`src/design/substr_pkg.sv`:
```
// Shared types, register indexes and the letter-folding helper for the
// substring search block. No dependencies.
`default_nettype none

package substr_pkg;

    // Needle storage in bytes (four 64-bit configuration words)
    localparam int unsigned NEEDLE_STORE = 32;

    // Configuration register indexes
    localparam logic [2:0] REG_NEEDLE_LENGTH = 3'd0;
    localparam logic [2:0] REG_IGNORE_CASE   = 3'd1;
    localparam logic [2:0] REG_NEEDLE_WORD0  = 3'd2;
    localparam logic [2:0] REG_NEEDLE_WORD1  = 3'd3;
    localparam logic [2:0] REG_NEEDLE_WORD2  = 3'd4;
    localparam logic [2:0] REG_NEEDLE_WORD3  = 3'd5;

    // Control shared by every window cell
    typedef struct packed {
        logic shift;
        logic ignore_case;
    } t_cell_ctl;

    // One result item
    typedef struct packed {
        logic        found;
        logic [15:0] match_index;
    } t_result;

    // Fold a..z to A..Z when case is ignored
    function automatic logic [7:0] fold_byte(input logic [7:0] c, input logic ic);
        logic [7:0] r;
        r = c;
        if (ic && (c >= 8'h61) && (c <= 8'h7A)) begin
            r = c - 8'h20;
        end
        return r;
    endfunction

endpackage

`default_nettype wire

```
`src/design/substr_cell.sv`:
```
// One window cell: holds one haystack byte, passes it on to the next cell
// on a shift and compares the incoming byte with its needle byte.
// Depends on substr_pkg.
`default_nettype none

module substr_cell (
    input  wire                   i_clk,
    input  wire substr_pkg::t_cell_ctl i_ctl,
    input  wire             [7:0] i_byte,
    input  wire             [7:0] i_needle_byte,
    input  wire                   i_active,
    output logic            [7:0] o_byte,
    output logic                  o_hit
);
    import substr_pkg::*;

    logic [7:0] r_byte;
    logic [7:0] n_byte;

    // Compare against the byte this cell will hold after the shift
    assign o_hit = !i_active ||
                   (fold_byte(i_byte, i_ctl.ignore_case) ==
                    fold_byte(i_needle_byte, i_ctl.ignore_case));

    always_comb begin
        n_byte = r_byte;
        if (i_ctl.shift) begin
            n_byte = i_byte;
        end
    end

    // payload only: stale bytes are never compared (count gates the match)
    always_ff @(posedge i_clk) begin
        r_byte <= n_byte;
    end

    assign o_byte = r_byte;

endmodule

`default_nettype wire

```
`src/design/substr_out.sv`:
```
// Output stage: result register plus one skid entry, so the input side
// sees a registered stall. Depends on substr_pkg.
`default_nettype none

module substr_out (
    input  wire                      i_clk,
    input  wire                      i_rst_n,
    input  wire                      i_load,
    input  wire substr_pkg::t_result i_result,
    output logic                     o_full,
    output logic                     o_valid,
    output substr_pkg::t_result      o_result,
    input  wire                      i_stall
);
    import substr_pkg::*;

    logic    r_out_valid, n_out_valid;
    logic    r_skid_valid, n_skid_valid;
    t_result r_out, n_out;
    t_result r_skid, n_skid;
    logic    take;

    assign take = r_out_valid && !i_stall;

    always_comb begin
        n_out_valid  = r_out_valid;
        n_skid_valid = r_skid_valid;
        n_out        = r_out;
        n_skid       = r_skid;
        priority if (r_skid_valid) begin
            if (take) begin
                n_out        = r_skid;
                n_skid_valid = 1'b0;
            end
        end else if (i_load) begin
            if (!r_out_valid || take) begin
                n_out       = i_result;
                n_out_valid = 1'b1;
            end else begin
                n_skid       = i_result;
                n_skid_valid = 1'b1;
            end
        end else begin
            if (take) begin
                n_out_valid = 1'b0;
            end
        end
    end

    always_ff @(posedge i_clk) begin
        if (!i_rst_n) begin
            r_out_valid  <= 1'b0;
            r_skid_valid <= 1'b0;
        end else begin
            r_out_valid  <= n_out_valid;
            r_skid_valid <= n_skid_valid;
        end
        r_out  <= n_out;
        r_skid <= n_skid;
    end

    assign o_full   = r_skid_valid;
    assign o_valid  = r_out_valid;
    assign o_result = r_out;

endmodule

`default_nettype wire

```
`src/design/substring_search.sv`:
```
// Substring search top level: configuration registers, byte counter,
// row of window cells and the output stage. Depends on substr_pkg,
// substr_cell and substr_out.
//
//  channel   direction  handshake                 payload
//  input     in         i_valid / o_stall         i_hay_byte, i_byte_present,
//                                                 i_end_of_haystack
//  result    out        o_valid / i_stall         o_found, o_match_index
//  config    in         i_cfg_valid / o_cfg_ready i_cfg_index, i_cfg_data
//
// One item is taken every cycle unless stalled. Each byte shifts into a
// row of MAX_NEEDLE cells and all cells compare in that same cycle; the
// AND over the row and the count compare decide the match. The item ending
// the haystack loads the output stage. Reset (synchronous) clears the
// registers, counter and match flag; no clearing pass is needed. o_stall
// rises only when both the result register and its skid entry are full.
`default_nettype none

module substring_search #(
    parameter int unsigned MAX_NEEDLE   = 32,
    parameter int unsigned MAX_HAYSTACK = 65536
) (
    input  wire         i_clk,
    input  wire         i_rst_n,
    // haystack items
    input  wire         i_valid,
    output logic        o_stall,
    input  wire  [7:0]  i_hay_byte,
    input  wire         i_byte_present,
    input  wire         i_end_of_haystack,
    // result items
    output logic        o_valid,
    input  wire         i_stall,
    output logic        o_found,
    output logic [15:0] o_match_index,
    // configuration writes
    input  wire         i_cfg_valid,
    output logic        o_cfg_ready,
    input  wire  [2:0]  i_cfg_index,
    input  wire  [63:0] i_cfg_data
);
    import substr_pkg::*;

    localparam int unsigned CW = $clog2(MAX_HAYSTACK + 1);
    localparam int unsigned IW = (CW > 16) ? CW : 16;
    localparam logic [CW-1:0] CNT_MAX  = CW'(MAX_HAYSTACK);
    localparam logic [6:0]    MAXN     = 7'(MAX_NEEDLE);
    localparam logic [6:0]    STORE_N  = 7'(NEEDLE_STORE);

    // ---------------- configuration registers ----------------
    logic [5:0]  r_needle_length;
    logic        r_ignore_case;
    logic [63:0] r_needle_word [0:3];

    assign o_cfg_ready = 1'b1;

    always_ff @(posedge i_clk) begin
        if (!i_rst_n) begin
            r_needle_length  <= '0;
            r_ignore_case    <= 1'b0;
            r_needle_word[0] <= '0;
            r_needle_word[1] <= '0;
            r_needle_word[2] <= '0;
            r_needle_word[3] <= '0;
        end else if (i_cfg_valid) begin
            unique case (i_cfg_index)
                REG_NEEDLE_LENGTH: r_needle_length  <= i_cfg_data[5:0];
                REG_IGNORE_CASE:   r_ignore_case    <= i_cfg_data[0];
                REG_NEEDLE_WORD0:  r_needle_word[0] <= i_cfg_data;
                REG_NEEDLE_WORD1:  r_needle_word[1] <= i_cfg_data;
                REG_NEEDLE_WORD2:  r_needle_word[2] <= i_cfg_data;
                REG_NEEDLE_WORD3:  r_needle_word[3] <= i_cfg_data;
                default: ;  // unknown index: ignored
            endcase
        end
    end

    // Needle as a byte array, byte 0 first
    logic [7:0] needle [0:NEEDLE_STORE-1];
    for (genvar j = 0; j < NEEDLE_STORE; j++) begin : g_needle
        assign needle[j] = r_needle_word[j / 8][(j % 8) * 8 +: 8];
    end

    // ---------------- item acceptance ----------------
    logic take_in;
    logic out_full;

    assign o_stall = out_full;
    assign take_in = i_valid && !out_full;

    // ---------------- per-haystack state ----------------
    logic [CW-1:0] r_bytes_seen, n_bytes_seen;
    logic          r_match_seen, n_match_seen;
    logic [15:0]   r_first_index, n_first_index;

    logic          shift;
    logic [CW-1:0] cnt_next;
    logic          len_ok;
    logic          len_zero;
    logic          all_hit;
    logic          hit_now;
    logic [IW-1:0] start_ext;
    logic          result_load;
    t_result       result_in;
    t_result       result_out;
    t_cell_ctl     cell_ctl;

    // bytes past the haystack limit are ignored entirely
    assign shift    = take_in && i_byte_present && (r_bytes_seen < CNT_MAX);
    assign cnt_next = r_bytes_seen + CW'(1);
    assign len_zero = (r_needle_length == 6'd0);
    assign len_ok   = ({1'b0, r_needle_length} <= MAXN) &&
                      ({1'b0, r_needle_length} <= STORE_N);

    assign cell_ctl.shift       = shift;
    assign cell_ctl.ignore_case = r_ignore_case;

    // ---------------- row of window cells ----------------
    logic [7:0] win  [0:MAX_NEEDLE-1];
    logic       hits [0:MAX_NEEDLE-1];
    logic [MAX_NEEDLE-1:0] hit_vec;

    for (genvar p = 0; p < MAX_NEEDLE; p++) begin : g_cell
        logic [7:0] byte_in;
        logic [5:0] nidx;
        logic       active;

        if (p == 0) begin : g_head
            assign byte_in = i_hay_byte;
        end else begin : g_body
            assign byte_in = win[p-1];
        end

        // window entry p lines up with needle byte len-1-p
        assign nidx   = r_needle_length - 6'(p + 1);
        assign active = ({1'b0, r_needle_length} > 7'(p));

        substr_cell u_cell (
            .i_clk        (i_clk),
            .i_ctl        (cell_ctl),
            .i_byte       (byte_in),
            .i_needle_byte(needle[nidx[4:0]]),
            .i_active     (active),
            .o_byte       (win[p]),
            .o_hit        (hits[p])
        );

        assign hit_vec[p] = hits[p];
    end

    assign all_hit = &hit_vec;

    // first occurrence only; empty needle hits on the first byte
    assign hit_now = shift && !r_match_seen && len_ok &&
                     (len_zero ||
                      ((IW'(cnt_next) >= IW'(r_needle_length)) && all_hit));
    assign start_ext = IW'(cnt_next) - IW'(r_needle_length);

    always_comb begin
        n_bytes_seen  = r_bytes_seen;
        n_match_seen  = r_match_seen;
        n_first_index = r_first_index;
        if (shift) begin
            n_bytes_seen = cnt_next;
        end
        if (hit_now) begin
            n_match_seen  = 1'b1;
            n_first_index = len_zero ? 16'd0 : start_ext[15:0];
        end
        result_load           = take_in && i_end_of_haystack;
        result_in.found       = n_match_seen;
        result_in.match_index = n_match_seen ? n_first_index : 16'd0;
        if (result_load) begin
            n_bytes_seen = '0;
            n_match_seen = 1'b0;
        end
    end

    always_ff @(posedge i_clk) begin
        if (!i_rst_n) begin
            r_bytes_seen <= '0;
            r_match_seen <= 1'b0;
        end else begin
            r_bytes_seen <= n_bytes_seen;
            r_match_seen <= n_match_seen;
        end
        r_first_index <= n_first_index;
    end

    // ---------------- output stage ----------------
    substr_out u_out (
        .i_clk   (i_clk),
        .i_rst_n (i_rst_n),
        .i_load  (result_load),
        .i_result(result_in),
        .o_full  (out_full),
        .o_valid (o_valid),
        .o_result(result_out),
        .i_stall (i_stall)
    );

    assign o_found       = result_out.found;
    assign o_match_index = result_out.match_index;

    // ---------------- assertions ----------------
    a_stall_needs_result: assert property (@(posedge i_clk) disable iff (!i_rst_n)
        o_stall |-> o_valid)
        else $error("input stalled with no result waiting");

    a_index_zero_when_absent: assert property (@(posedge i_clk) disable iff (!i_rst_n)
        (o_valid && !o_found) |-> (o_match_index == 16'd0))
        else $error("non-zero index on a not-found result");

    a_end_gives_result: assert property (@(posedge i_clk) disable iff (!i_rst_n)
        (i_valid && !o_stall && i_end_of_haystack) |=> o_valid)
        else $error("end of haystack produced no result");

    a_end_clears_state: assert property (@(posedge i_clk) disable iff (!i_rst_n)
        (i_valid && !o_stall && i_end_of_haystack) |=>
            ((r_bytes_seen == '0) && !r_match_seen))
        else $error("haystack state not cleared after result");

endmodule

`default_nettype wire

```
`config.mk`:
```
export PLATFORM = sky130hd
export DESIGN_NAME = substring_search
export DESIGN_NICKNAME = d
export VERILOG_FILES = /design/src/design/substr_pkg.sv /design/src/design/substr_cell.sv /design/src/design/substr_out.sv /design/src/design/substring_search.sv
export SDC_FILE = /design/constraint.sdc
export NUM_CORES = 2
export LEC_CHECK = 0
export ABC_AREA = 1
export BUFFER_PORTS_ARGS = -buffer_cell sky130_fd_sc_hd__buf_4
export CORE_MARGIN = 3
export CORE_UTILIZATION = 45
export DETAILED_ROUTE_END_ITERATION = 10
export PLACE_DENSITY = 0.69
export SKIP_LAST_GASP = 1
export SYNTH_ARGS = -nofsm -noshare
export SYNTH_HDL_FRONTEND = slang
export SYNTH_HIERARCHICAL = 1
export SYNTH_SLANG_ARGS = --single-unit
```
`constraint.sdc`:
```
create_clock -name i_clk -period 20.1 [get_ports i_clk]
set_clock_uncertainty 0.15 [all_clocks]
set_input_delay 6.03 -clock i_clk [delete_from_list [all_inputs] [get_ports i_clk]]
set_output_delay 6.03 -clock i_clk [all_outputs]
set_load 0.01 [all_outputs]
```
# Word level (Yosys, flattened, before mapping)
# Memories as Yosys holds them, arrays and structs flattened.
# Index checks and enable logic that the tools add are counted.
[totals]
register_bits = 325
mem_bits_rw = 256
in_bits = 82
out_inout_bits = 20
word_cells = 829
memories = 1
[memory_table]
columns = ["memory", "words", "width", "rd", "rd_clocked_by_memory_dff", "write_ports", "line_no", "source"]
rows = [
  ["r_needle_word", 4, 64, 4, 0, 4, "substring_search.sv:53", "logic [63:0] r_needle_word [0:3];"],
]
[op_classes]
n_addsub = 98
n_lt_le_gt_ge = 195
eq_ne = 39
mux = 196
bitwise = 39
reduce_logical = 219
[op_table]
columns = ["cell", "count"]
rows = [
  ["8-bit binary-select mux with 5-bit select", 32],
  ["8-bit two-way mux", 128],
  ["8-bit by 7-bit >= comparator with 1-bit output (second input constant)", 64],
  ["8-bit by 7-bit <= comparator with 1-bit output (second input constant)", 64],
  ["8-bit by 6-bit subtractor with 8-bit output (second input constant)", 64],
  ["8-bit equality test", 32],
  ["64-bit two-way mux", 4],
  ["6-bit >= comparator (second input constant)", 32],
  ["5-bit inverter with 6-bit output", 32],
  ["1-bit logical AND", 137],
  ["6-bit by 5-bit greater-than comparator with 1-bit output (second input constant)", 16],
  ["5-bit subtractor (second input constant)", 16],
  ["17-bit two-way mux", 4],
  ["6-bit by 4-bit greater-than comparator with 1-bit output (second input constant)", 8],
  ["16-bit two-way mux", 3],
  ["5-bit by 4-bit subtractor with 5-bit output (second input constant)", 8],
  ["1-bit logical NOT", 36],
  ["1-bit logical OR", 34],
  ["32-bit AND reduction", 1],
  ["1-bit two-way mux", 25],
  ["6-bit by 3-bit greater-than comparator with 1-bit output (second input constant)", 4],
  ["5-bit by 3-bit subtractor with 5-bit output (second input constant)", 4],
  ["17-bit by 1-bit adder with 17-bit output (second input constant)", 1],
  ["17-bit by 6-bit >= comparator with 1-bit output", 1],
  ["20 further kinds", 36],
]

# Longest topological paths before layout
[logic_depth]
word_depth = 20
mapped_depth = 39
depth_no_buf = 34

# Modules after synthesis
# Netlist, hierarchy kept.
[modules_own_cells]
columns = ["mod", "n_inst", "cells_per_inst", "area_each_um2"]
rows = [
  ["substring_search", 1, 4280, 26381.6],
  ["substr_cell", 32, 81, 581.8],
  ["substr_out", 1, 108, 1351.3],
]

# Worst setup path before layout
# No wires, ideal clock.
[synth_timing]
path_type = "input to register"
from = "in i_byte_present"
to = "reg r_bytes_seen[11]"
setup_ns = 0.171
arrival_time_ns = 14.055
required_time_ns = 19.779
path_slack_ns = 5.725
stages = 5
n_path_buf = 1
path_cell_list = "nand3_1 > nor2_1 > clkbuf_1 > o21ai_0 > a21oi_1"
[synth_between]
elab_chain_len = 2
[synth_lines]
columns = ["element", "line_no", "source"]
rows = [
  ["start: declaration", "substring_search.sv:29", "input wire i_byte_present,"],
  ["1-bit logical AND (2 in series)", "substring_search.sv:109", "assign shift = take_in && i_byte_present && (r_bytes_seen < CNT_MAX);"],
  ["via shift", "substring_search.sv:96", "logic shift;"],
  ["end signal: assignment", "substring_search.sv:184", "r_bytes_seen <= n_bytes_seen;"],
  ["end: declaration", "substring_search.sv:92", "logic [CW-1:0] r_bytes_seen, n_bytes_seen;"],
]
# The timed path passes the listed nets, and every way through them passes these cells.
# A chain may end at the register's enable or synchronous reset.

==> results.toml <==
[drt]
via_per_inst = 5.57
drc = 0
vias = 46307
drt-initial-drc-count = 6649
routed_wirelength_um = 181000
ant_nets = 0
dr.pass1.iters = 7
wl_per_cell_um = 21.8

[timing]
finalHoldViolCount = 0
max_freq_mhz = 117
period_share = 0.427
fin_crit_ps = 8570
worst_pin_slew_ps = 1370
timing.hold.ws_ps = 334
relSlewSlack = 0.0779
rsz0062_at_grt = "no"
setup-tns-final_ps = 0
setup_viol = 0
slew_violations = 0

[die]
io_pins = 102
die_w_um = 326
coreArea_um2 = 101000
chipHeight_um = 326
die_area_um2 = 106000
num_rows = 116
start_util = 0.457

[global_route]
grt-ovfl-total = 0
grt_max_degree = 198
grtUsageTotal = 0.331
use_met1 = 0.459
gr-usage-met2 = 0.485
top_usage_layer = "met2"
grt_pass1_vias = 39985
grt_use_met3 = 0.0590
grt_antenna_before_repair = 4
grt_pass1_wl_um = 261000

[min_path]
hold_end = "g_cell[6].u_cell/o_byte[7]$_DFFE_PP_"
worstHoldPathCells = 0
hp-class = "reg -> reg"
holdCritStartpoint = "g_cell[5].u_cell/o_byte[7]$_DFFE_PP_"

[setup_path]
max_stage_delay_ps = 1110
reg2reg_to = "u_out/o_result[14]$_DFFE_PP_"
crit_path_max_fanout = 75
critical_path_required_ps = 20470
rr_startpoint = "r_needle_length[1]$_SDFFE_PN0P_"
crit_top_cell = "nand2_1"
arrival_ps = 8950
criticalPathCategory = "reg -> reg"
crit_path_end_kind = "flop"
r2r_slack_ps = 11530
rr_worst_depth = 28
cp_slowest_cell = "o21ai_0"
start_kind = "flop"

[clock_tree]
cts.sinks = 581
clockBufferDepth = 3
cts_tree = "built"
cts_inserted_buffers = 68
htree_num_levels = 3
postCtsSetupRepairBufs = 0
cts-resized-gates = 0
cts.clk_slew.worst_paths_ps = 60
root_buffer = "clkbuf_16"
clock_latency_ps = 660
postCtsHoldBufs = 0

[pwr]
ir_drop_v = 0.0000785
power.density_nw_per_um2 = 80.7
p_leak_nw = 23.6

[place]
hpwl_um = 142000
numPortBuffers = 100
gp_congestion = 1.14

[yosys]
ys_warn_count = 6
synth_area_um2 = 46100
synth_area_per_cell_um2 = 6.61
synthCells = 6972
synth_fp_nets = 7141

[final_layout]
nFillCells = 10129
drive_gt1_frac = 0.0626
final_common_cell = "nand2_1"
multi_input_area_um2 = 24700
nets = 7072
fin_util = 0.498
area_growth_pct = 9.02
final_cell_mix = "nand2_1 (2,398), inv_1 (895), o21ai_0 (827)"
regArea_um2 = 17000

[job]
maxCapViolCount = 0

[outcome]
status = "completed"
where the power goes:
| part | total, W | internal, W | switching, W | leakage [nW] |
|---|---|---|---|---|
| clock | 0.00128 | 0.000742 | 0.000534 | 1.11 |
| combinational | 0.00132 | 0.000339 | 0.000981 | 17.1 |
| sequential | 0.00146 | 0.00140 | 0.0000568 | 5.48 |
| total | 0.00406 | 0.00248 | 0.00157 | 23.6 |
worst max-delay path by stage:
stage          slack, ps                            start                                    end
2_1_floorplan       5950                   i_byte_present          r_bytes_seen[11]$_SDFFE_PP0P_
3_5_place_dp       11200                    i_hay_byte[5]           u_out/o_result[14]$_DFFE_PP_
6_report           11530  r_needle_length[1]$_SDFFE_PN0P_           u_out/o_result[14]$_DFFE_PP_
4_1_cts            11900                    i_hay_byte[5]           u_out/o_result[14]$_DFFE_PP_
3_3_place_gp       11250                          i_valid  g_cell[29].u_cell/o_byte[1]$_DFFE_PP_
5_1_grt            11250  r_needle_length[1]$_SDFFE_PN0P_            u_out/o_result[2]$_DFFE_PP_
flip-flops by register name, indices dropped and copies added, names as in the netlist:
signal,flops
g_cell.u_cell/o_byte,248
r_bytes_seen,17
r_first_index,16
r_ignore_case,1
r_match_seen,1
r_needle_length,6
r_needle_word,256
u_out/o_full,1
u_out/o_result,17
u_out/o_valid,1
u_out/r_skid,17
area by class of cell:
class | instances | area share
Timing Repair Buffer | 151 | 0.0233
Clock inverter | 39 | 0.00928
Multi-Input combinational cell | 5194 | 0.491
Inverter | 907 | 0.0679
Sequential cell | 581 | 0.339
Tap cell | 1357 | 0.0338
Clock buffer | 82 | 0.0361
Antenna cell | 1 | 0.0000498
metal layers:
metal	up-vias	routed length, µm
met5	-	12
met4	2	12300
met3	359	19800
met2	2435	75100
met1	21301	74100
li1	22210	-
worst max-delay path: cells and delay by family (launching register included):
kind                       cells  cell delay (ps)
buffers and inverters          3             1370
AOI/OAI and AO/OA              4             2270
and+or+nand+nor               20             3090
DFF                            1              590
adders and majority gates      1              840
through the flow:
step	area [µm²]	setup slack [ps]	cells	total power, W
6_report	50300	11530	8312	0.00406
3_5_place_dp	48000	11200	8190	0.00274
4_1_cts	50300	11900	8311	0.00401
3_3_place_gp	48000	11250	8190	0.00272
2_1_floorplan	46100	5950	6972	0.00226
5_1_grt	50300	11250	8311	0.00422
No activity file was read; power rests on OpenSTA's default activity.
